File: config.mk
export PLATFORM = sky130hd
export DESIGN_NAME = fpa_front
export DESIGN_NICKNAME = d
export VERILOG_FILES = /design/src/rtl/assert_macros.svh /design/src/rtl/fpa_pkg.sv /design/src/rtl/fpa_front.sv
export SDC_FILE = /design/constraint.sdc
export NUM_CORES = 2
export LEC_CHECK = 0
export BUFFER_PORTS_ARGS = -buffer_cell sky130_fd_sc_hd__buf_2
export CAP_MARGIN = 20
export CELL_PAD_IN_SITES_DETAIL_PLACEMENT = 1
export CELL_PAD_IN_SITES_GLOBAL_PLACEMENT = 2
export CORE_ASPECT_RATIO = 0.9
export CORE_UTILIZATION = 45
export DETAILED_ROUTE_END_ITERATION = 8
export PLACE_DENSITY_LB_ADDON = 0.1
export REMOVE_ABC_BUFFERS = 1
export SYNTH_ARGS = -nofsm -noshare
export SYNTH_HDL_FRONTEND = slang
export SYNTH_SLANG_ARGS = --single-unit
File: constraint.sdc
create_clock -name clk -period 9.2 [get_ports clk]
set_clock_uncertainty 0.2 [all_clocks]
set_input_delay 0.92 -clock clk [delete_from_list [all_inputs] [get_ports clk]]
set_output_delay 0.92 -clock clk [all_outputs]
set_load 0.05 [all_outputs]
File: src/rtl/assert_macros.svh
// ----------------------------------------------------------------------------
// Assertion macros
// Immediate-implication and next-cycle-implication checks with async reset.
// ----------------------------------------------------------------------------
`ifndef ASSERT_MACROS_SVH
`define ASSERT_MACROS_SVH

// antecedent implies consequent in the same cycle
`define FPA_ASSERT_NOW(label, clk, rst_n, ante, cons, msg) \
	label: assert property (@(posedge clk) disable iff (!rst_n) (ante) |-> (cons)) \
		else $error(msg);

// antecedent implies consequent in the next cycle
`define FPA_ASSERT_NEXT(label, clk, rst_n, ante, cons, msg) \
	label: assert property (@(posedge clk) disable iff (!rst_n) (ante) |=> (cons)) \
		else $error(msg);

`endif

File: src/rtl/fpa_pkg.sv
`timescale 1ns / 1ps
// ----------------------------------------------------------------------------
// fpa_pkg
// Shared constants and types of the frame peak AGC.
// ----------------------------------------------------------------------------
package fpa_pkg;

	localparam int FRAME_LEN  = 160;
	localparam int HIST_LEN   = 25;

	localparam int SAMPLE_W   = 24;
	localparam int PEAK_W     = 23;
	localparam int GAIN_W     = 22;
	localparam int TARGET_W   = 15;
	localparam int REL_W      = 16;
	localparam int OUT_W      = 16;
	localparam int PROD_W     = SAMPLE_W + GAIN_W;
	localparam int LIM_W      = GAIN_W + REL_W;

	localparam int CNT_W      = (FRAME_LEN > 1) ? $clog2(FRAME_LEN) : 1;
	localparam int SLOT_W     = (HIST_LEN > 1) ? $clog2(HIST_LEN) : 1;
	localparam int DIV_CNT_W  = $clog2(GAIN_W);

	localparam int Q_DEPTH    = 4;
	localparam int Q_PTR_W    = $clog2(Q_DEPTH);
	localparam int Q_CNT_W    = $clog2(Q_DEPTH + 1);

	localparam int CFG_IDX_W  = 2;
	localparam int CFG_DATA_W = GAIN_W;

	localparam logic [PEAK_W-1:0]   PEAK_MAX   = '1;
	localparam logic [GAIN_W-1:0]   GAIN_MAX   = '1;
	localparam logic [OUT_W-2:0]    OUT_MAX    = '1;

	localparam logic [TARGET_W-1:0] TARGET_RST = 15'd32767;
	localparam logic [GAIN_W-1:0]   CEIL_RST   = 22'd3276800;
	localparam logic [GAIN_W-1:0]   GAIN_RST   = 22'd1638400;
	localparam logic [REL_W-1:0]    REL_RST    = 16'd3277;

	localparam logic [CFG_IDX_W-1:0] REG_TARGET    = 2'd0;
	localparam logic [CFG_IDX_W-1:0] REG_CEILING   = 2'd1;
	localparam logic [CFG_IDX_W-1:0] REG_INIT_GAIN = 2'd2;
	localparam logic [CFG_IDX_W-1:0] REG_RELEASE   = 2'd3;

	typedef struct packed {
		logic                emit;
		logic                last;
		logic                frame_end;
		logic [SAMPLE_W-1:0] sample;
		logic [PEAK_W-1:0]   peak;
	} fpa_job_t;

endpackage

File: src/rtl/fpa_front.sv
`timescale 1ns / 1ps
// ----------------------------------------------------------------------------
// fpa_front
// Takes samples, keeps the frame store and frame peak, queues output jobs.
// ----------------------------------------------------------------------------
module fpa_front (
	input  logic                          clk,
	input  logic                          arst_n,
	input  logic                          in_valid,
	output logic                          in_stall,
	input  logic signed [fpa_pkg::SAMPLE_W-1:0] sample_in,
	input  logic [fpa_pkg::Q_CNT_W-1:0]   q_count,
	output logic                          push,
	output fpa_pkg::fpa_job_t             job
);

	localparam int SW = fpa_pkg::Q_CNT_W + 1;

	logic [fpa_pkg::SAMPLE_W-1:0] frame_mem [fpa_pkg::FRAME_LEN];
	logic [fpa_pkg::SAMPLE_W-1:0] rd_s1;
	logic                         valid_s1;
	logic                         emit_s1;
	logic                         last_s1;
	logic [fpa_pkg::PEAK_W-1:0]   peak_s1;
	logic [fpa_pkg::CNT_W-1:0]    count_q;
	logic [fpa_pkg::PEAK_W-1:0]   peak_q;
	logic                         primed_q;

	logic                         accept;
	logic                         at_end;
	logic [fpa_pkg::SAMPLE_W-1:0] neg;
	logic [fpa_pkg::PEAK_W-1:0]   mag;
	logic [fpa_pkg::PEAK_W-1:0]   peak_new;

	// room for the job in flight plus this one
	assign in_stall = (SW'(q_count) + SW'(valid_s1)) >= SW'(fpa_pkg::Q_DEPTH);
	assign accept   = in_valid && !in_stall;
	assign at_end   = count_q == fpa_pkg::CNT_W'(fpa_pkg::FRAME_LEN - 1);

	always_comb begin
		neg = ~sample_in + fpa_pkg::SAMPLE_W'(1);
		if (sample_in[fpa_pkg::SAMPLE_W-1]) begin
			mag = neg[fpa_pkg::SAMPLE_W-1] ? fpa_pkg::PEAK_MAX : neg[fpa_pkg::PEAK_W-1:0];
		end else begin
			mag = sample_in[fpa_pkg::PEAK_W-1:0];
		end
		peak_new = (mag > peak_q) ? mag : peak_q;
	end

	// read-first: the old sample leaves before the new one lands
	always_ff @(posedge clk) begin
		if (accept) begin
			rd_s1              <= frame_mem[count_q];
			frame_mem[count_q] <= sample_in;
		end
	end

	always_ff @(posedge clk or negedge arst_n) begin
		if (!arst_n) begin
			valid_s1 <= 1'b0;
			emit_s1  <= 1'b0;
			last_s1  <= 1'b0;
			peak_s1  <= '0;
			count_q  <= '0;
			peak_q   <= '0;
			primed_q <= 1'b0;
		end else begin
			valid_s1 <= accept;
			if (accept) begin
				emit_s1 <= primed_q;
				last_s1 <= at_end;
				peak_s1 <= peak_new;
				if (at_end) begin
					count_q  <= '0;
					peak_q   <= '0;
					primed_q <= 1'b1;
				end else begin
					count_q <= count_q + fpa_pkg::CNT_W'(1);
					peak_q  <= peak_new;
				end
			end
		end
	end

	assign push          = valid_s1 && (emit_s1 || last_s1);
	assign job.emit      = emit_s1;
	assign job.last      = last_s1;
	assign job.frame_end = last_s1;
	assign job.sample    = rd_s1;
	assign job.peak      = peak_s1;

endmodule

==> out/results.tsv <==
metric	value	unit
number of synthesized flops with an enable pin	3864	
largest net degree at the start of global routing	121	
GRT Overall Usage	0.279	
post-cts resize count	0	
CTS tree	built	
FF-to-FF setup slack	3.48	ns
Yosys top cell area share	0.767	
worst reg-to-reg path cell count	9	
slowest CP cell	o211a_1	
fin util	0.516	
Post-Syn Area	151000	um2
Synth area leaders	edfxtp_1, mux4_2, mux2i_1	
antenna violations before repair	33	
P_leak	53.4	nW
Buf+Inv Stages, Crit Path	2	
internal power	32.9	mW
total negative slack	0	ns
Yosys cell types	68	
die area	338000	um2
antenna violation net count after detailed routing	0	
crit path launch type	primary input	
Clock H-tree levels	5	
global route overflow	0	
vias in the first global route	76296	
f_max	0.174	GHz
CP Max Fanout	100	
post-route cell area	172000	um2
post-synthesis sequential area ratio	0.777	
Final HPWL DP	277	mm
FF-to-FF Start	count_q[0]$_DFFE_PN0P_	
die extent in y	552	um
first-pass GRT wire length	644	mm
Hold Crit Class	primary input to flip-flop	
final WL	473	mm
asr flop ratio synth	0.0148	
CP Capture Type	flip-flop	
I/O Buffers	81	
outcome	complete, no violations	
worst vdd ir	0.000225	V
Residual DRC	0	
Largest delay share family, worst path	simple AND/OR/NAND/NOR gates	
CTS root buffer	clkbuf_16	
core area	334000	um2
Synth Flop Type	edfxtp_1	
Syn. warnings	0	
Area growth syn-to-layout	13.9	%
NetSw	13.9	mW
Via density	6.31	
setup violators final	0	
Worst path max stage delay	0.86	ns
area leader, netlist	edfxtp_1	
RSZ-0062 raised after global routing	false	
CP dominant cell by count	nor3_2	
clock share of power	0.342	
reg-to-reg endpoint	rd_s1[4]$_DFFE_PP_	
Clock transition at path regs	0.06	ns
CP Class	primary input to flip-flop	
share of layout cells above drive strength 1	0.304	
power share of the sequential group	0.433	
Final Wtd Congestion	0.821	
Cells on Worst Hold Path	1	
die width	613	um
worst-skew pair later-pin latency	0.96	ns
count leader, synth	edfxtp_1	
Syn Inst Count	6584	
Data required, critical path	9.84	ns
DRT Pass-1 Iters	6	
Final Net Count	7121	
final max-slew violation count	0	
via count	74959	
final hold violation count	0	
Power Dens Cells	272	nW/um2
1st-iter DRT viols	9664	
syn avg cell area	23.0	um2
Sw Share	0.297	
CP arrival	6.39	ns
drt wl/cell	39.8	um
Synth Register Bits	3922	
combinational power share	0.225	
DP Area	159000	um2
Hold EP	frame_mem[127][0]$_DFFE_PP_	
Final min period	5.74	ns
worst-path cell chain	buf_6 -> or3_1 -> nor3_2 -> nand4_1 -> nand2_1 -> ha_1 -> a21oi_1 -> o21ai_0 -> a221oi_1 -> o211a_1 -> nor3_2 -> buf_4 -> a22o_1	
Total Power	46.9	mW
Rows	201	
max-cap check violation count	0	
Final Cycle Share	0.624	
relative slew slack	0.157	
# clock sinks	3922	
Worst Max-Slew Pin Slew	1.26	ns
cts bufs inserted	406	
num ports	82	
synth cell count leaders	edfxtp_1, mux4_2, nor2_1	
CTS max path bufs	4	
Initial Util	0.453	
hold path start	sample_in[0]	
metal layers:
metal | GRT usage | vias to the layer above | share of wire
met3 | 0.0474 | 623 | 0.078
li1 | - | 29180 | -
met4 | 0.0822 | 16 | 0.031
met5 | 0 | - | 0.00027
met2 | 0.438 | 3141 | 0.47
met1 | 0.406 | 41999 | 0.42
what timing repair did:
item                      4_1_cts  5_1_grt
buffers inserted                0        0
hold endpoints to repair       59        0
hold buffers                    2        0
layout make-up:
type | instances | area, um2
diodes | 10 | 25.0
clock buffers | 496 | 10700
clock inverters | 248 | 2070
fillers | 28657 | 162000
inverters | 41 | 166
multi-input cells | 2261 | 32600
flip-flops and latches | 3922 | 118000
well taps | 4466 | 5590
repair buffers | 431 | 3650
sequential cells by signal, indices dropped and copies added (netlist names):
| signal | flops |
|---|---|
| peak_q | 23 |
| valid_s1 | 1 |
| primed_q | 1 |
| count_q | 8 |
| last_s1 | 1 |
| emit_s1 | 1 |
| frame_mem | 3840 |
| peak_s1 | 23 |
| rd_s1 | 24 |
worst max path at each step:
stage	start	end	cells past startpoint
floorplan	count_q[0]$_DFFE_PN0P_	peak_q[0]$_DFFE_PN0P_	5
global placement	sample_in[7]	peak_q[9]$_DFFE_PN0P_	14
detailed placement	sample_in[7]	peak_q[7]$_DFFE_PN0P_	13
CTS	count_q[0]$_DFFE_PN0P_	rd_s1[4]$_DFFE_PP_	9
global route	sample_in[7]	peak_q[4]$_DFFE_PN0P_	13
finish	sample_in[7]	peak_q[4]$_DFFE_PN0P_	13
kinds of logic after synthesis:
| group | count (synthesis) | synth area share |
|---|---|---|
| DFF | 3922 | 0.777 |
| adders and majority gates | 28 | 0.00232 |
| AOI/OAI and AO/OA | 372 | 0.0173 |
| buffers and inverters | 401 | 0.0136 |
| and+or+nand+nor | 599 | 0.0185 |
| xor gates and xnor gates | 16 | 0.000927 |
| muxes | 1246 | 0.170 |
layout by cell type, fill, tap and decap left out, types with 25 or more instances in the layout:
cell          n
buf_6        25
o22ai_1      56
dfrtp_1      52
inv_1        36
clkinv_2     73
buf_12       31
clkbuf_1     81
a22oi_1      59
buf_4       312
nand4_1      42
a21oi_1      56
nand2_1     141
nor2_2       89
clkinv_1    112
a22o_1       33
edfxtp_1   3864
buf_2        57
mux2i_1     181
a31oi_1      27
nor2_1       47
clkbuf_16   413
nor2_4       73
nand3_1      70
ha_1         28
mux4_2     1060
bufinv_16    31
power groups by stage:
| stage | Combinational [mW] | Clock (mW) | Sequential (mW) |
|---|---|---|---|
| 5_1_grt | 10.9 | 16.8 | 20.3 |
| 6_report | 10.5 | 16.0 | 20.3 |
| 3_3_place_gp | 10.5 | 0 | 20.7 |
| 3_5_place_dp | 10.6 | 0 | 20.7 |
| 4_1_cts | 10.6 | 16.3 | 20.3 |
| 2_1_floorplan | 8.51 | 0 | 21.3 |
stage by stage:
| stage | setup slack [ns] | hold slack (ns) | std cells |
|---|---|---|---|
| 6_report | 3.46 | 0.114 | 11875 |
| 4_1_cts | 3.41 | 0.0436 | 11858 |
| 3_3_place_gp | 2.67 | 0.246 | 11097 |
| 5_1_grt | 3.10 | 0.0952 | 11868 |
| 3_5_place_dp | 2.47 | 0.248 | 11112 |
| 2_1_floorplan | -31.11 | 0.231 | 6224 |
(Power assumes the default switching activity.)
