$ cat config.mk
export PLATFORM = sky130hd
export DESIGN_NAME = fpa_fifo
export DESIGN_NICKNAME = d
export VERILOG_FILES = /design/src/rtl/assert_macros.svh /design/src/rtl/fpa_pkg.sv /design/src/rtl/fpa_fifo.sv
export SDC_FILE = /design/constraint.sdc
export NUM_CORES = 1
export LEC_CHECK = 0
export BUFFER_PORTS_ARGS = -buffer_cell sky130_fd_sc_hd__buf_4
export CAP_MARGIN = 20
export CORE_AREA = 3 3 164 166
export DETAILED_ROUTE_END_ITERATION = 7
export DIE_AREA = 0 0 167 169
export GPL_TIMING_DRIVEN = 1
export SLEW_MARGIN = 20
export SYNTH_ARGS = -nofsm -noshare
export SYNTH_HDL_FRONTEND = slang
export SYNTH_SLANG_ARGS = --single-unit
$ cat constraint.sdc
create_clock -name clk -period 5.2 [get_ports clk]
set_input_delay 0.52 -clock clk [delete_from_list [all_inputs] [get_ports clk]]
set_output_delay 0.52 -clock clk [all_outputs]
set_load 0.005 [all_outputs]
$ cat src/rtl/assert_macros.svh
// ----------------------------------------------------------------------------
// Assertion macros
// Immediate-implication and next-cycle-implication checks with async reset.
// ----------------------------------------------------------------------------
`ifndef ASSERT_MACROS_SVH
`define ASSERT_MACROS_SVH

// antecedent implies consequent in the same cycle
`define FPA_ASSERT_NOW(label, clk, rst_n, ante, cons, msg) \
	label: assert property (@(posedge clk) disable iff (!rst_n) (ante) |-> (cons)) \
		else $error(msg);

// antecedent implies consequent in the next cycle
`define FPA_ASSERT_NEXT(label, clk, rst_n, ante, cons, msg) \
	label: assert property (@(posedge clk) disable iff (!rst_n) (ante) |=> (cons)) \
		else $error(msg);

`endif

$ cat src/rtl/fpa_pkg.sv
`timescale 1ns / 1ps
// ----------------------------------------------------------------------------
// fpa_pkg
// Shared constants and types of the frame peak AGC.
// ----------------------------------------------------------------------------
package fpa_pkg;

	localparam int FRAME_LEN  = 160;
	localparam int HIST_LEN   = 25;

	localparam int SAMPLE_W   = 24;
	localparam int PEAK_W     = 23;
	localparam int GAIN_W     = 22;
	localparam int TARGET_W   = 15;
	localparam int REL_W      = 16;
	localparam int OUT_W      = 16;
	localparam int PROD_W     = SAMPLE_W + GAIN_W;
	localparam int LIM_W      = GAIN_W + REL_W;

	localparam int CNT_W      = (FRAME_LEN > 1) ? $clog2(FRAME_LEN) : 1;
	localparam int SLOT_W     = (HIST_LEN > 1) ? $clog2(HIST_LEN) : 1;
	localparam int DIV_CNT_W  = $clog2(GAIN_W);

	localparam int Q_DEPTH    = 4;
	localparam int Q_PTR_W    = $clog2(Q_DEPTH);
	localparam int Q_CNT_W    = $clog2(Q_DEPTH + 1);

	localparam int CFG_IDX_W  = 2;
	localparam int CFG_DATA_W = GAIN_W;

	localparam logic [PEAK_W-1:0]   PEAK_MAX   = '1;
	localparam logic [GAIN_W-1:0]   GAIN_MAX   = '1;
	localparam logic [OUT_W-2:0]    OUT_MAX    = '1;

	localparam logic [TARGET_W-1:0] TARGET_RST = 15'd32767;
	localparam logic [GAIN_W-1:0]   CEIL_RST   = 22'd3276800;
	localparam logic [GAIN_W-1:0]   GAIN_RST   = 22'd1638400;
	localparam logic [REL_W-1:0]    REL_RST    = 16'd3277;

	localparam logic [CFG_IDX_W-1:0] REG_TARGET    = 2'd0;
	localparam logic [CFG_IDX_W-1:0] REG_CEILING   = 2'd1;
	localparam logic [CFG_IDX_W-1:0] REG_INIT_GAIN = 2'd2;
	localparam logic [CFG_IDX_W-1:0] REG_RELEASE   = 2'd3;

	typedef struct packed {
		logic                emit;
		logic                last;
		logic                frame_end;
		logic [SAMPLE_W-1:0] sample;
		logic [PEAK_W-1:0]   peak;
	} fpa_job_t;

endpackage

$ cat src/rtl/fpa_fifo.sv
`timescale 1ns / 1ps
// ----------------------------------------------------------------------------
// fpa_fifo
// Short job queue between the sample front end and the gain back end.
// ----------------------------------------------------------------------------
module fpa_fifo (
	input  logic                         clk,
	input  logic                         arst_n,
	input  logic                         push,
	input  fpa_pkg::fpa_job_t            wr_job,
	input  logic                         pop,
	output fpa_pkg::fpa_job_t            rd_job,
	output logic [fpa_pkg::Q_CNT_W-1:0]  count
);

	fpa_pkg::fpa_job_t               mem_q [fpa_pkg::Q_DEPTH];
	logic [fpa_pkg::Q_PTR_W-1:0]     wr_ptr_q;
	logic [fpa_pkg::Q_PTR_W-1:0]     rd_ptr_q;
	logic [fpa_pkg::Q_CNT_W-1:0]     count_q;

	always_ff @(posedge clk) begin
		if (push) begin
			mem_q[wr_ptr_q] <= wr_job;
		end
	end

	always_ff @(posedge clk or negedge arst_n) begin
		if (!arst_n) begin
			wr_ptr_q <= '0;
			rd_ptr_q <= '0;
			count_q  <= '0;
		end else begin
			if (push) begin
				wr_ptr_q <= wr_ptr_q + fpa_pkg::Q_PTR_W'(1);
			end
			if (pop) begin
				rd_ptr_q <= rd_ptr_q + fpa_pkg::Q_PTR_W'(1);
			end
			count_q <= count_q + fpa_pkg::Q_CNT_W'(push) - fpa_pkg::Q_CNT_W'(pop);
		end
	end

	assign rd_job = mem_q[rd_ptr_q];
	assign count  = count_q;

endmodule

==> results of run 1 <==
[worst min-delay path by stage]
stage	slack [ns]	end
6_report	0.22	mem_q[3][20]
5_1_grt	0.19	mem_q[1][0]
4_1_cts	0.20	mem_q[0][3]
3_5_place_dp	0.34	count[2]
3_3_place_gp	0.34	count[0]
2_1_floorplan	0.22	count[0]
[kinds of logic (layout without fill, tap and decap cells)]
kind of cell             count (synthesis)  in the layout  share of synthesized area, %
flip-flops                             207            207                          80.8
multiplexers                            50             50                          14.8
buffers and inverters                   18            153                          2.13
adder cells (fa/ha/maj)                  7              7                          1.24
AND/OR/NAND/NOR                          6              6                         0.425
XOR/XNOR                                 5              5                         0.572
AO/OA/AOI/OAI                            1              1                        0.0653
[cell type report]
cell class / instances / area share (%)
flip-flops and latches: 207 / 65.5
well taps: 335 / 4.44
multi-input cells: 69 / 14.0
clock buffers: 29 / 6.34
inverters: 6 / 0.239
clock inverters: 6 / 0.278
repair buffers: 112 / 9.20
[power by group]
part           total, W  leakage (nW)  switching, W  internal [W]
registers       0.00234          1.92      0.000146       0.00219
clock network   0.00136         0.299      0.000567      0.000797
logic           0.00146         0.994      0.000642      0.000816
[stage by stage]
stage               power, W  util (%)  setup WS [ns]
global placement     0.00381      34.0           2.60
detailed placement   0.00389      34.2           2.73
floorplan            0.00321         -           2.97
CTS                  0.00529      36.6           2.19
finish               0.00516      36.6           2.29
global route         0.00546      36.6           2.11
[metal layers]
| metal | vias to the layer above | part of all wire, % | global-route usage (%) |
|---|---|---|---|
| met4 | 0 | 1.4 | 2.55 |
| met3 | 17 | 5.9 | 2.94 |
| met1 | 1788 | 42 | 13.0 |
| li1 | 1493 | - | - |
| met5 | - | 0 | 0 |
| met2 | 84 | 51 | 17.2 |
[synth_stat cells, drive strengths merged]
master | instances | share of area, %
and2 | 4 | 0.33
buf | 11 | 1.8
clkbuf | 1 | 0.049
dfrtp | 7 | 2.3
edfxtp | 200 | 78
fa | 1 | 0.26
ha | 6 | 0.98
inv | 6 | 0.29
mux4 | 50 | 15
nand2 | 2 | 0.098
o21ai | 1 | 0.065
xnor2 | 3 | 0.34
xor2 | 2 | 0.23
[sequential cells by signal, summed over array words and instances (netlist names)]
register / flops
wr_ptr_q: 2
mem_q: 200
rd_ptr_q: 2
count: 3
[cell usage in the layout, fill, tap and decap left out, types with 2 or more instances in the layout]
cell / count
xnor2_1: 3
edfxtp_1: 200
nand2_1: 2
clkinv_1: 5
and2_2: 2
and2_4: 2
dfrtp_1: 5
buf_4: 109
mux4_2: 48
xor2_1: 2
ha_1: 6
clkbuf_16: 23
mux4_1: 2
clkbuf_1: 6
inv_1: 6
buf_12: 2
[timing repair]
| action | CTS | global route |
|---|---|---|
| buffers inserted | 0 | 0 |
| endpoints found under the hold margin | 7 | 0 |
| hold buffers | 1 | 0 |
==> impl_metrics.tcl, run 1 <==
set metrics [dict create \
    slew_headroom_pct 43.6 \
    post_drt_wl_per_cell_um 18.9 \
    antenna_found_initial 0 \
    post_route_antenna_net_violation_count 0 \
    slowest_delay_ns 0.79 \
    tritoncts.num_buffers 22 \
    diodes 0 \
    synth.avg_cell_area_um2 26.0 \
    powerDensity_nw_per_um2 547 \
    gp_routability_congestion 0.637 \
    post_synth_instance_area_um2 7650 \
    fin_skew_ns 0.00920 \
    min_path_type "primary input to register" \
    regToRegStartpoint "wr_ptr_q[0]" \
    mappedNetlistNets 355 \
    postLayoutCellArea_um2 9440 \
    min_delay_path_depth 1 \
    timing.critical_path.fanout_max 29 \
    netlist_instances 294 \
    achievable-frequency_mhz 344 \
    width_of_the_die_um 167 \
    via_count 3382 \
    detail_route.drc_violations 0 \
    timing.critical_path.slowest_stage_cell "dfrtp_2" \
    timing.critical_path.mode_cell "buf_4" \
    multi_input_area_um2 1320 \
    critical_path.top_delay_family "flip-flops" \
    cts.sink_count 207 \
    die_h_um 169 \
    detailedRoute.firstPassIterationCount 4 \
    fill_cells 2346 \
    post_synth_num_cell_types 16 \
    cts.reportedPaths.clkPinSlew_ns 0.06 \
    worstSetupStartpointType "register" \
    slew_viol_final 0 \
    tritoncts "done" \
    timing_hold_violations_final 0 \
    finalHoldWorstSlack_ns 0.225 \
    finalCritPeriodShare_pct 56.0 \
    critPathRequiredTime_ns 4.68 \
    ctsResizeCount 0 \
    initialDrtViolationCount 171 \
    seq_area_um2 6190 \
    synthesis.yosys.warnings 0 \
    worst_r2r_endpoint "mem_q[3][15]" \
    cap_violations 0 \
    setup_slack_of_the_worst_register_to_register_path_ns 3.14 \
    end_kind "primary output" \
    placedCellCount 728 \
    min_from "wr_job[20]" \
    floorplan.initialDensity_pct 29.7 \
    critPathKind "register to primary output" \
    startpoint "rd_ptr_q[1]" \
    dpl_cell_area_um2 8800 \
    endpoint "rd_job[1]" \
    globalRouteTotalUtil_pct 10.2 \
    final_net_count 479 \
    fp.dieArea_um2 28200 \
    leakagePower_nw 3.21 \
    ordered_list_of_cells_on_the_worst_path "buf_4 > mux4_2 > buf_4" \
    routed_wirelength_mm 14.4 \
    htree_levels 1 \
    grt_start_max_net_pins 51 \
    grt_setup_unrepaired "false" \
    total_grt_overflow 0 \
    worst_r2r_path_depth 3 \
    drive_gt1_share_pct 44.1 \
    setup_viol 0 \
    synth_seq_cells 207 \
    period_needed_ns 2.91 \
    io_buffer_count 106 \
    vias_per_cell 4.43 \
    finalNonFillerCells 764 \
    place_hpwl_mm 8.61 \
    timing_worst_slew_pin_value_ns 0.846 \
    areaGrowthSynthToFinish_pct 23.3 \
    worst-endpoint-arrival_ns 2.39 \
    clkLatencyLatePin_ns 0.49 \
    vias_in_the_first_global_route 3774 \
    finalSetupTns_ns 0 \
    core_area_um2 25800 \
    ir_worst_vdd_v 0.000276 \
    clock_tree.root_cell "clkbuf_16" \
    outcome "completed" \
    floorplan.io_pins 107 \
    critPathBufInv 2 \
    ys_seq_area_share_pct 80.8 \
    cts_max_path_buffers 3 \
    crit_cells 3 \
    core.rowCount 59 \
    grt_first_pass_wirelength_mm 22.3 \
]
(Power assumes the default switching activity.)
==> inputs of run 2 (changes only) <==
==> constraint.sdc (replaced) <==
create_clock -name clk -period 2.4 [get_ports clk]
set_input_delay 0.24 -clock clk [delete_from_list [all_inputs] [get_ports clk]]
set_output_delay 0.24 -clock clk [all_outputs]
set_load 0.005 [all_outputs]
==> run 2 against run 1 <==
Compared with the run above:
- sequential cell count stayed put
- count of clock-buffer cells in the layout decreased by 5
- critical path depth is the same
- non-clock buffer count is 58 higher
- global-route usage rose by 0.51 points
- die area unchanged
- clock power is 120% higher
- final cell count rose by 8.1%
- sequential share of layout area is 4.1 points lower
- clock skew increased by 0.012 ns
- largest power group unchanged
==> impl_metrics.tcl, run 2 (synthesis results as in run 1) <==
set metrics [dict create \
    worstSetupStartpointType "register" \
    timing_worst_slew_pin_value_ns 0.575 \
    gp_routability_congestion 0.659 \
    tritoncts "done" \
    floorplan.initialDensity_pct 29.7 \
    fp.dieArea_um2 28200 \
    worst-endpoint-arrival_ns 1.93 \
    finalSetupTns_ns 0 \
    detail_route.drc_violations 0 \
    period_needed_ns 2.17 \
    timing.critical_path.fanout_max 28 \
    fill_cells 2275 \
    clock_tree.root_cell "clkbuf_16" \
    post_drt_wl_per_cell_um 18.1 \
    place_hpwl_mm 9.10 \
    most_frequent_cells_in_the_layout "200 x edfxtp_1, 112 x buf_4, 53 x dlygate4sd3_1, 48 x mux4_2, 23 x clkbuf_16" \
    post_route_antenna_net_violation_count 0 \
    finalCritPeriodShare_pct 90.4 \
    via_count 3652 \
    grt_first_pass_wirelength_mm 23.4 \
    core_util_final_pct 39.1 \
    ir_worst_vdd_v 0.000580 \
    cts.sink_count 207 \
    io_buffer_count 106 \
    end_kind "primary output" \
    fin_skew_ns 0.0209 \
    core.rowCount 59 \
    critPathKind "register to primary output" \
    slew_viol_final 0 \
    globalRouteTotalUtil_pct 10.7 \
    cts.reportedPaths.clkPinSlew_ns 0.06 \
    diodes 0 \
    areaGrowthSynthToFinish_pct 31.6 \
    total_grt_overflow 0 \
    leakagePower_nw 3.49 \
    die_h_um 169 \
    htree_levels 1 \
    cts_max_path_buffers 3 \
    vias_per_cell 4.42 \
    vias_in_the_first_global_route 4094 \
    tritoncts.num_buffers 23 \
    ctsResizeCount 0 \
    achievable-frequency_mhz 461 \
    final_net_count 538 \
    detailedRoute.firstPassIterationCount 4 \
    outcome "completed" \
    powerDensity_nw_per_um2 1140 \
    largest_register_by_flop_count "mem_q" \
    initialDrtViolationCount 217 \
    slew_headroom_pct 61.7 \
    clkLatencyLatePin_ns 0.50 \
    setup_viol 0 \
    width_of_the_die_um 167 \
    core_area_um2 25800 \
    grt_setup_unrepaired "false" \
    antenna_found_initial 0 \
    post_cts.repair.setup_buffers 0 \
    timing_hold_violations_final 0 \
    largest_reg_flops 200 \
    min_path_type "primary input to async pin" \
    critPathRequiredTime_ns 2.16 \
    drive_gt1_share_pct 40.7 \
    grt_start_max_net_pins 52 \
    cap_violations 0 \
    postCtsHoldBufs 53 \
    routed_wirelength_mm 14.9 \
    final_common_cell "edfxtp_1" \
    floorplan.io_pins 107 \
]
-- run 2: cell count changes in the layout (fill, tap and decap cells not counted), sizes merged --
cell / change
dlygate4sd3: +52
inv: +2
clkbuf: -5
clkinv: +7
buf: +6
-- run 2: final timing paths --
| path | startpoint | to | slack, ns | cells past startpoint |
|---|---|---|---|---|
| worst max-delay path | rd_ptr_q[0] | rd_job[27] | 0.23 | 3 |
| worst min-delay path | arst_n | count[0] | 0.1 | 2 |
| worst max register to register | wr_ptr_q[0] | mem_q[0][26] | 0.68 | 4 |
| worst min register to register | wr_ptr_q[0] | wr_ptr_q[0] | 0.54 | 1 |
| max in group asynchronous | arst_n | rd_ptr_q[0] | 2.16 | 2 |
| min in group clk | wr_job[7] | mem_q[2][7] | 0.48 | 2 |
-- run 2: area by class of cell --
cell class              count  area (um^2)  area share, %
well taps                 335          419           4.16
flip-flops and latches    207         6190           61.4
clock buffers              24          579           5.75
repair buffers            170         1470           14.6
inverters                   6         22.5          0.224
multi-input cells          69         1320           13.1
clock inverters            15         77.6          0.770
-- run 2: through the flow --
stage                     area [um^2]  setup slack, ns  hold WS [ns]  power, W  instances
after floorplan                  7650            0.174       -0.0556   0.00696        294
after global placement           8890            0.683        0.0562   0.00843        734
after detailed placement         8890            0.625        0.0609   0.00853        734
after CTS                       10100            0.169        0.0682    0.0117        826
after global routing            10100            0.130        0.0795    0.0121        826
final                           10100            0.230        0.0950    0.0114        826
-- run 2: worst max-delay path: stages (launching register included) --
cell	delay, ns
dfrtp_4	0.44
buf_12	0.24
mux4_2	0.56
buf_4	0.16
-- run 2: report_power, final --
part	switching [W]	internal, W	total, W
logic	0.00157	0.00190	0.00347
registers	0.000172	0.00474	0.00491
clock network	0.00132	0.00174	0.00306
-- run 2: metal layers --
layer	global-route usage, %	up-vias	part of all wire (%)
li1	-	1615	-
met1	13.5	1935	42
met4	2.65	0	1.5
met2	18.8	81	51
met3	2.36	21	4.7
met5	0	-	0
