$ cat src/rtl/assert_macros.svh
// ----------------------------------------------------------------------------
// Assertion macros
// Immediate-implication and next-cycle-implication checks with async reset.
// ----------------------------------------------------------------------------
`ifndef ASSERT_MACROS_SVH
`define ASSERT_MACROS_SVH

// antecedent implies consequent in the same cycle
`define FPA_ASSERT_NOW(label, clk, rst_n, ante, cons, msg) \
	label: assert property (@(posedge clk) disable iff (!rst_n) (ante) |-> (cons)) \
		else $error(msg);

// antecedent implies consequent in the next cycle
`define FPA_ASSERT_NEXT(label, clk, rst_n, ante, cons, msg) \
	label: assert property (@(posedge clk) disable iff (!rst_n) (ante) |=> (cons)) \
		else $error(msg);

`endif

$ cat src/rtl/fpa_pkg.sv
`timescale 1ns / 1ps
// ----------------------------------------------------------------------------
// fpa_pkg
// Shared constants and types of the frame peak AGC.
// ----------------------------------------------------------------------------
package fpa_pkg;

	localparam int FRAME_LEN  = 160;
	localparam int HIST_LEN   = 25;

	localparam int SAMPLE_W   = 24;
	localparam int PEAK_W     = 23;
	localparam int GAIN_W     = 22;
	localparam int TARGET_W   = 15;
	localparam int REL_W      = 16;
	localparam int OUT_W      = 16;
	localparam int PROD_W     = SAMPLE_W + GAIN_W;
	localparam int LIM_W      = GAIN_W + REL_W;

	localparam int CNT_W      = (FRAME_LEN > 1) ? $clog2(FRAME_LEN) : 1;
	localparam int SLOT_W     = (HIST_LEN > 1) ? $clog2(HIST_LEN) : 1;
	localparam int DIV_CNT_W  = $clog2(GAIN_W);

	localparam int Q_DEPTH    = 4;
	localparam int Q_PTR_W    = $clog2(Q_DEPTH);
	localparam int Q_CNT_W    = $clog2(Q_DEPTH + 1);

	localparam int CFG_IDX_W  = 2;
	localparam int CFG_DATA_W = GAIN_W;

	localparam logic [PEAK_W-1:0]   PEAK_MAX   = '1;
	localparam logic [GAIN_W-1:0]   GAIN_MAX   = '1;
	localparam logic [OUT_W-2:0]    OUT_MAX    = '1;

	localparam logic [TARGET_W-1:0] TARGET_RST = 15'd32767;
	localparam logic [GAIN_W-1:0]   CEIL_RST   = 22'd3276800;
	localparam logic [GAIN_W-1:0]   GAIN_RST   = 22'd1638400;
	localparam logic [REL_W-1:0]    REL_RST    = 16'd3277;

	localparam logic [CFG_IDX_W-1:0] REG_TARGET    = 2'd0;
	localparam logic [CFG_IDX_W-1:0] REG_CEILING   = 2'd1;
	localparam logic [CFG_IDX_W-1:0] REG_INIT_GAIN = 2'd2;
	localparam logic [CFG_IDX_W-1:0] REG_RELEASE   = 2'd3;

	typedef struct packed {
		logic                emit;
		logic                last;
		logic                frame_end;
		logic [SAMPLE_W-1:0] sample;
		logic [PEAK_W-1:0]   peak;
	} fpa_job_t;

endpackage

$ cat src/rtl/fpa_back.sv
`timescale 1ns / 1ps
// ----------------------------------------------------------------------------
// fpa_back
// Scales queued samples by the gain and runs the frame-end gain update.
// ----------------------------------------------------------------------------
module fpa_back (
	input  logic                             clk,
	input  logic                             arst_n,
	input  logic                             cfg_we,
	input  logic [fpa_pkg::CFG_IDX_W-1:0]    cfg_index,
	input  logic [fpa_pkg::CFG_DATA_W-1:0]   cfg_data,
	input  logic [fpa_pkg::Q_CNT_W-1:0]      q_count,
	input  fpa_pkg::fpa_job_t                head,
	output logic                             pop,
	output logic                             out_valid,
	input  logic                             out_stall,
	output logic signed [fpa_pkg::OUT_W-1:0] sample_out,
	output logic                             frame_last
);

	localparam logic [2:0] ST_IDLE = 3'd0;
	localparam logic [2:0] ST_MUL  = 3'd1;
	localparam logic [2:0] ST_RND  = 3'd2;
	localparam logic [2:0] ST_HWR  = 3'd3;
	localparam logic [2:0] ST_SCAN = 3'd4;
	localparam logic [2:0] ST_DIVS = 3'd5;
	localparam logic [2:0] ST_DIV  = 3'd6;
	localparam logic [2:0] ST_UPD  = 3'd7;

	localparam int SW = fpa_pkg::SAMPLE_W;
	localparam int PW = fpa_pkg::PEAK_W;
	localparam int GW = fpa_pkg::GAIN_W;

	logic [2:0]                        state_q;
	logic [GW-1:0]                     gain_q;
	logic                              locked_q;
	logic [fpa_pkg::TARGET_W-1:0]      target_q;
	logic [GW-1:0]                     ceil_q;
	logic [fpa_pkg::REL_W-1:0]         rel_q;
	logic [PW-1:0]                     hist_q [fpa_pkg::HIST_LEN];
	logic [fpa_pkg::SLOT_W-1:0]        slot_q;
	logic [fpa_pkg::SLOT_W-1:0]        idx_q;
	logic [PW-1:0]                     max_q;
	logic [fpa_pkg::LIM_W-1:0]         lim_prod_q;
	logic [PW-1:0]                     rem_q;
	logic [GW-1:0]                     factor_q;
	logic [fpa_pkg::DIV_CNT_W-1:0]     step_q;
	logic                              neg_q;
	logic [SW-1:0]                     mag_q;
	logic                              last_q;
	logic                              fe_q;
	logic [PW-1:0]                     peak_q;
	logic [fpa_pkg::PROD_W-1:0]        prod_q;
	logic                              out_valid_q;
	logic [fpa_pkg::OUT_W-1:0]         out_data_q;
	logic                              out_last_q;

	logic                              out_free;
	logic [GW-1:0]                     q_int;
	logic [SW-1:0]                     r_frac;
	logic                              round_up;
	logic [GW:0]                       q_rnd;
	logic [fpa_pkg::OUT_W-2:0]         q_sat;
	logic [fpa_pkg::OUT_W-1:0]         scaled;
	logic [PW:0]                       rem2;
	logic                              div_ge;
	logic [PW-1:0]                     tgt4;
	logic [GW-1:0]                     limit;
	logic [GW-1:0]                     capped;
	logic [GW-1:0]                     new_gain;

	assign pop      = (state_q == ST_IDLE) && (q_count != '0);
	assign out_free = !out_valid_q || !out_stall;

	// round half to even on the magnitude, then saturate and sign
	always_comb begin
		q_int    = prod_q[fpa_pkg::PROD_W-1:SW];
		r_frac   = prod_q[SW-1:0];
		round_up = (r_frac > {1'b1, {(SW-1){1'b0}}}) ||
			((r_frac == {1'b1, {(SW-1){1'b0}}}) && q_int[0]);
		q_rnd    = (GW+1)'(q_int) + (GW+1)'(round_up);
		q_sat    = (q_rnd > (GW+1)'(fpa_pkg::OUT_MAX)) ? fpa_pkg::OUT_MAX
			: q_rnd[fpa_pkg::OUT_W-2:0];
		scaled   = neg_q ? (~{1'b0, q_sat} + fpa_pkg::OUT_W'(1)) : {1'b0, q_sat};
	end

	always_comb begin
		rem2   = {rem_q, 1'b0};
		div_ge = rem2 >= {1'b0, max_q};
		tgt4   = PW'({target_q, 2'b00});
	end

	always_comb begin
		limit  = lim_prod_q[fpa_pkg::LIM_W-1:fpa_pkg::REL_W];
		capped = (factor_q > ceil_q) ? ceil_q : factor_q;
		if (factor_q < gain_q) begin
			new_gain = factor_q;
		end else if (capped < gain_q) begin
			new_gain = capped;
		end else if ((capped - gain_q) > limit) begin
			new_gain = gain_q + limit;
		end else begin
			new_gain = capped;
		end
	end

	always_ff @(posedge clk) begin
		case (state_q)
			ST_IDLE: begin
				if (pop) begin
					neg_q  <= head.sample[SW-1];
					mag_q  <= head.sample[SW-1] ? (~head.sample + SW'(1)) : head.sample;
					last_q <= head.last;
					fe_q   <= head.frame_end;
					peak_q <= head.peak;
				end
			end
			ST_MUL: begin
				prod_q <= fpa_pkg::PROD_W'(mag_q) * fpa_pkg::PROD_W'(gain_q);
			end
			ST_RND: begin
				if (out_free) begin
					out_data_q <= scaled;
					out_last_q <= last_q;
				end
			end
			ST_HWR: begin
				lim_prod_q <= fpa_pkg::LIM_W'(gain_q) * fpa_pkg::LIM_W'(rel_q);
			end
			default: begin
			end
		endcase
	end

	always_ff @(posedge clk or negedge arst_n) begin
		if (!arst_n) begin
			state_q     <= ST_IDLE;
			gain_q      <= fpa_pkg::GAIN_RST;
			locked_q    <= 1'b0;
			target_q    <= fpa_pkg::TARGET_RST;
			ceil_q      <= fpa_pkg::CEIL_RST;
			rel_q       <= fpa_pkg::REL_RST;
			for (int i = 0; i < fpa_pkg::HIST_LEN; i++) begin
				hist_q[i] <= '0;
			end
			slot_q      <= '0;
			idx_q       <= '0;
			max_q       <= '0;
			rem_q       <= '0;
			factor_q    <= '0;
			step_q      <= '0;
			out_valid_q <= 1'b0;
		end else begin
			if (out_valid_q && !out_stall && (state_q != ST_RND)) begin
				out_valid_q <= 1'b0;
			end
			case (state_q)
				ST_IDLE: begin
					if (pop) begin
						if (head.emit) begin
							state_q <= ST_MUL;
						end else if (head.frame_end) begin
							state_q <= ST_HWR;
						end
					end
				end
				ST_MUL: begin
					state_q <= ST_RND;
				end
				ST_RND: begin
					if (out_free) begin
						out_valid_q <= 1'b1;
						state_q     <= fe_q ? ST_HWR : ST_IDLE;
					end
				end
				ST_HWR: begin
					hist_q[slot_q] <= peak_q;
					slot_q <= (slot_q == fpa_pkg::SLOT_W'(fpa_pkg::HIST_LEN - 1)) ? '0
						: slot_q + fpa_pkg::SLOT_W'(1);
					idx_q   <= '0;
					max_q   <= '0;
					state_q <= ST_SCAN;
				end
				ST_SCAN: begin
					if (hist_q[idx_q] > max_q) begin
						max_q <= hist_q[idx_q];
					end
					if (idx_q == fpa_pkg::SLOT_W'(fpa_pkg::HIST_LEN - 1)) begin
						state_q <= ST_DIVS;
					end else begin
						idx_q <= idx_q + fpa_pkg::SLOT_W'(1);
					end
				end
				ST_DIVS: begin
					if (max_q == '0) begin
						factor_q <= ceil_q;
						state_q  <= ST_UPD;
					end else if (tgt4 >= max_q) begin
						// quotient would not fit the gain width
						factor_q <= fpa_pkg::GAIN_MAX;
						state_q  <= ST_UPD;
					end else begin
						rem_q    <= tgt4;
						factor_q <= '0;
						step_q   <= fpa_pkg::DIV_CNT_W'(GW - 1);
						state_q  <= ST_DIV;
					end
				end
				ST_DIV: begin
					rem_q    <= div_ge ? PW'(rem2 - {1'b0, max_q}) : PW'(rem2);
					factor_q <= {factor_q[GW-2:0], div_ge};
					step_q   <= step_q - fpa_pkg::DIV_CNT_W'(1);
					if (step_q == '0) begin
						state_q <= ST_UPD;
					end
				end
				ST_UPD: begin
					gain_q   <= new_gain;
					locked_q <= 1'b1;
					state_q  <= ST_IDLE;
				end
				default: begin
					state_q <= ST_IDLE;
				end
			endcase
			if (cfg_we) begin
				case (cfg_index)
					fpa_pkg::REG_TARGET: begin
						target_q <= cfg_data[fpa_pkg::TARGET_W-1:0];
					end
					fpa_pkg::REG_CEILING: begin
						ceil_q <= cfg_data;
					end
					fpa_pkg::REG_INIT_GAIN: begin
						if (!locked_q) begin
							gain_q <= cfg_data;
						end
					end
					fpa_pkg::REG_RELEASE: begin
						rel_q <= cfg_data[fpa_pkg::REL_W-1:0];
					end
					default: begin
					end
				endcase
			end
		end
	end

	assign out_valid  = out_valid_q;
	assign sample_out = out_data_q;
	assign frame_last = out_last_q;

endmodule

$ cat config.mk
export PLATFORM = sky130hd
export DESIGN_NAME = fpa_back
export DESIGN_NICKNAME = d
export VERILOG_FILES = /design/src/rtl/assert_macros.svh /design/src/rtl/fpa_pkg.sv /design/src/rtl/fpa_back.sv
export SDC_FILE = /design/constraint.sdc
export NUM_CORES = 2
export LEC_CHECK = 0
export BUFFER_PORTS_ARGS = -buffer_cell sky130_fd_sc_hd__buf_2
export CAP_MARGIN = 30
export CORE_UTILIZATION = 60
export CTS_BUF_LIST = sky130_fd_sc_hd__clkbuf_2
export DETAILED_ROUTE_END_ITERATION = 7
export HOLD_SLACK_MARGIN = 0.02
export PLACE_DENSITY_LB_ADDON = 0.15
export SKIP_CTS_REPAIR_TIMING = 1
export SLEW_MARGIN = 30
export SYNTH_ARGS = -nofsm -noshare
export SYNTH_HDL_FRONTEND = slang
export SYNTH_SLANG_ARGS = --single-unit
$ cat constraint.sdc
create_clock -name clk -period 7.7 [get_ports clk]
set_clock_uncertainty 0.1 [all_clocks]
set_input_delay 0.77 -clock clk [delete_from_list [all_inputs] [get_ports clk]]
set_output_delay 0.77 -clock clk [all_outputs]
set_load 0.005 [all_outputs]
==> flow_summary.json <==
{
  "status": "complete, no violations",
  "grt_pass1_wl_mm": 290,
  "post_dp_cell_area_sq_um": 75400,
  "setup_slack_ns": 0.263,
  "clkLatencyLatePin_ns": 1.65,
  "wl_per_cell_microns": 21.3,
  "timing.final.hold_violations": 0,
  "synth_compound_gate_area_share_pct": 6.06,
  "timing.hold.worst.class": "in2reg",
  "startpoint_type": "register",
  "synth.yosys.seq_area_share_pct": 31.3,
  "synth_cells": 6581,
  "worstPathRequired_ns": 8.97,
  "worst_path_largest_cell_delay_ns": 0.55,
  "yosys.area_share.simple_pct": 9.60,
  "max-clock-path-buffers": 3,
  "cp.arrival_ns": 8.70,
  "initial_utilization_pct": 60.8,
  "cts.sink_count": 873,
  "antenna_found_initial": 6,
  "setup_viol": 0,
  "boundaryPins": 100,
  "io_buffer_count": 99,
  "share_of_synthesized_cell_area_in_full_adder_half_adder_and_majority_cells_pct": 27.7,
  "area_delta_synth_final_pct": 10.1,
  "layout.filler_cells": 9181,
  "fp.dieH_microns": 349,
  "path_clk_slew_ns": 0.12,
  "h-tree-depth": 4,
  "finalWorstPathRequiredPeriod_ns": 7.44,
  "grt_start_max_net_pins": 164,
  "proportion_of_layout_cells_with_a_drive_suffix_above_1_pct": 22.5,
  "max_freq_mhz": 134,
  "cts_buffers": 223,
  "drtAntennaViolNets": 0,
  "report.final.slew_viol_count": 0,
  "synth_xor_xnor_area_share_pct": 1.94,
  "dieArea_sq_um": 122000,
  "ctsRootBufferMaster": "sky130_fd_sc_hd__clkbuf_2",
  "post_drt_via_cell_ratio": 5.79,
  "worstSetupEndpointType": "register",
  "initialDrtViolationCount": 3091,
  "preCtsSetupSlack_ns": -0.109,
  "finish.instance_area_sq_um": 79500,
  "post-dp-hpwl_mm": 133,
  "drt_pass1_iterations": 6,
  "route.final.wire_length_mm": 185,
  "netlist_area_sq_um": 72100,
  "drt_drc_violations_left": 0,
  "core-area_sq_um": 119000,
  "syn_area_per_cell_sq_um": 11.0,
  "whs_path_depth": 4,
  "synth-async-reset-ratio_pct": 84.5,
  "worst_hold_slack_ns": 0.0582,
  "post_synth_num_cell_types": 77,
  "finish.utilization_pct": 66.9,
  "width_of_the_chip_microns": 349,
  "worst_path_max_delay_cell": "sky130_fd_sc_hd__fa_1",
  "tritoncts": "built",
  "overflow": 0,
  "criticalPathCategory": "reg2reg",
  "max-slew-margin-rel_pct": 28.0,
  "critical_path.max_fanout": 5,
  "synth_top_family_by_area": "adder cells",
  "synth.mux.area_fraction_pct": 16.7,
  "tightest_slew_ns": 1.08,
  "ff2ff_path_depth": 28,
  "nNetsFinal": 8150,
  "postSynthRegisterBits": 873,
  "grt_pass1_vias": 52175,
  "final_min_period_over_clock_period_pct": 96.6,
  "synth_enable_flop_cells": 135,
  "gpl.final_weighted_congestion": 0.922,
  "yosysWarnings": 0,
  "vias": 50279,
  "drv.max_cap_violation_count": 0,
  "synth-main-ff-cell": "sky130_fd_sc_hd__dfrtp_1",
  "placementRows": 126,
  "groute.usage.overall_pct": 31.0,
  "synth_nets": 7828
}
[state kept, by name (all words and copies together), names as in the netlist, 22 cells and up]
name / cells
hist_q: 575
prod_q: 46
mag_q: 24
max_q: 23
peak_q: 23
rem_q: 23
ceil_q: 22
factor_q: 22
gain_q: 22
lim_prod_q: 22
[metrics by stage]
stage          std cells  setup TNS, ns
2_1_floorplan       6581              0
3_3_place_gp        8086        -0.0404
3_5_place_dp        8097         -0.157
4_1_cts             8502         -0.639
5_1_grt             8685         -0.126
6_report            8687              0
[cells in the mapped netlist (19+ instances only)]
cell | instances | area [sq um]
sky130_fd_sc_hd__xnor2_1 | 106 | 928
sky130_fd_sc_hd__nand2_1 | 803 | 3010
sky130_fd_sc_hd__o211ai_1 | 27 | 203
sky130_fd_sc_hd__edfxtp_1 | 135 | 4050
sky130_fd_sc_hd__a211oi_1 | 19 | 143
sky130_fd_sc_hd__o21ai_0 | 149 | 746
sky130_fd_sc_hd__nor2_1 | 140 | 526
sky130_fd_sc_hd__ha_1 | 449 | 5620
sky130_fd_sc_hd__mux4_2 | 161 | 3630
sky130_fd_sc_hd__mux2_2 | 672 | 7570
sky130_fd_sc_hd__inv_1 | 900 | 3380
sky130_fd_sc_hd__fa_1 | 717 | 14400
sky130_fd_sc_hd__xor2_1 | 54 | 473
sky130_fd_sc_hd__o21a_1 | 35 | 263
sky130_fd_sc_hd__a22oi_1 | 39 | 293
sky130_fd_sc_hd__dfrtp_1 | 710 | 17800
sky130_fd_sc_hd__a21o_1 | 111 | 833
sky130_fd_sc_hd__a21oi_1 | 168 | 841
sky130_fd_sc_hd__nand4_1 | 28 | 175
sky130_fd_sc_hd__nand2b_1 | 23 | 144
sky130_fd_sc_hd__clkbuf_1 | 345 | 1290
sky130_fd_sc_hd__nor3_1 | 33 | 165
sky130_fd_sc_hd__buf_1 | 31 | 116
sky130_fd_sc_hd__mux2i_1 | 87 | 871
sky130_fd_sc_hd__dfstp_2 | 28 | 736
sky130_fd_sc_hd__nand3_1 | 66 | 330
sky130_fd_sc_hd__and2_1 | 309 | 1930
[final timing paths]
check,startpoint,slack [ns],endpoint
hold / removal,cfg_data[3],0.06,gain_q[3]$_DFF_PN0_
setup reg to reg,mag_q[12]$_DFFE_PP_,0.26,prod_q[45]$_DFFE_PP_
hold reg to reg,last_q$_DFFE_PP_,0.36,frame_last$_DFFE_PP_
setup / recovery,mag_q[12]$_DFFE_PP_,0.26,prod_q[45]$_DFFE_PP_
max in group asynchronous,arst_n,5.66,hist_q[170]$_DFFE_PN0P_
min in group asynchronous,arst_n,0.30,target_q[13]$_DFFE_PN1P_
[critical path, delay by kind of cell, from the launching register on]
kind / cells / cell delay, ns
flops: 1 / 0.46
fa+ha+maj: 8 / 3.92
buf+inv: 8 / 0.57
xor+xnor: 1 / 0.09
compound gates: 7 / 1.39
simple gates: 4 / 0.63
[cell type report]
cell class	count	area [sq um]	share of cell area, %
multi-input cells	4421	45100	56.7
flip-flops and latches	873	22600	28.4
repair buffers	482	4290	5.40
inverters	902	3390	4.26
well taps	1600	2000	2.52
clock buffers	325	1630	2.05
clock inverters	80	517	0.650
diodes	4	10.0	0.0126
[layer usage]
layer / up-vias / part of all wire (%) / wire length (microns) / global-route usage (%)
met1: 25920 / 39 / 72500 / 38.5
met2: 1392 / 51 / 94600 / 53.7
met3: 410 / 5.0 / 9200 / 4.10
met4: 4 / 4.9 / 9000 / 14.8
met5: - / 0.013 / 25 / 0
li1: 22553 / - / - / -
[logic make-up (layout without fill, tap and decap cells)]
| family | count (synthesis) | after routing |
|---|---|---|
| DFF | 873 | 873 |
| adders and majority gates | 1166 | 1166 |
| xor gates and xnor gates | 160 | 160 |
| and+or+nand+nor | 1495 | 1495 |
| other | 0 | 4 |
| AOI/OAI and AO/OA | 680 | 680 |
| buffers and inverters | 1287 | 1789 |
| muxes | 920 | 920 |
[cell usage in the layout (no fill, tap or decap), types with 27 or more instances in the layout]
master / n
sky130_fd_sc_hd__and2_1: 309
sky130_fd_sc_hd__a22oi_1: 39
sky130_fd_sc_hd__nor3_1: 31
sky130_fd_sc_hd__nor2_1: 127
sky130_fd_sc_hd__edfxtp_1: 135
sky130_fd_sc_hd__fa_1: 717
sky130_fd_sc_hd__buf_4: 177
sky130_fd_sc_hd__nand2_1: 803
sky130_fd_sc_hd__a21oi_1: 165
sky130_fd_sc_hd__o21a_1: 35
sky130_fd_sc_hd__mux2_2: 672
sky130_fd_sc_hd__o21ai_0: 145
sky130_fd_sc_hd__nand3_1: 54
sky130_fd_sc_hd__clkbuf_2: 325
sky130_fd_sc_hd__a21o_1: 111
sky130_fd_sc_hd__o211ai_1: 27
sky130_fd_sc_hd__clkinv_1: 56
sky130_fd_sc_hd__inv_1: 900
sky130_fd_sc_hd__buf_2: 98
sky130_fd_sc_hd__mux2i_1: 87
sky130_fd_sc_hd__dfstp_2: 28
sky130_fd_sc_hd__dfrtp_1: 705
sky130_fd_sc_hd__nand4_1: 28
sky130_fd_sc_hd__ha_1: 449
sky130_fd_sc_hd__xnor2_1: 106
sky130_fd_sc_hd__dlygate4sd3_1: 171
sky130_fd_sc_hd__xor2_1: 54
sky130_fd_sc_hd__mux4_2: 161
Power is not shown: default switching activity piles up to over one toggle a cycle in this logic, so the estimate is an artifact.
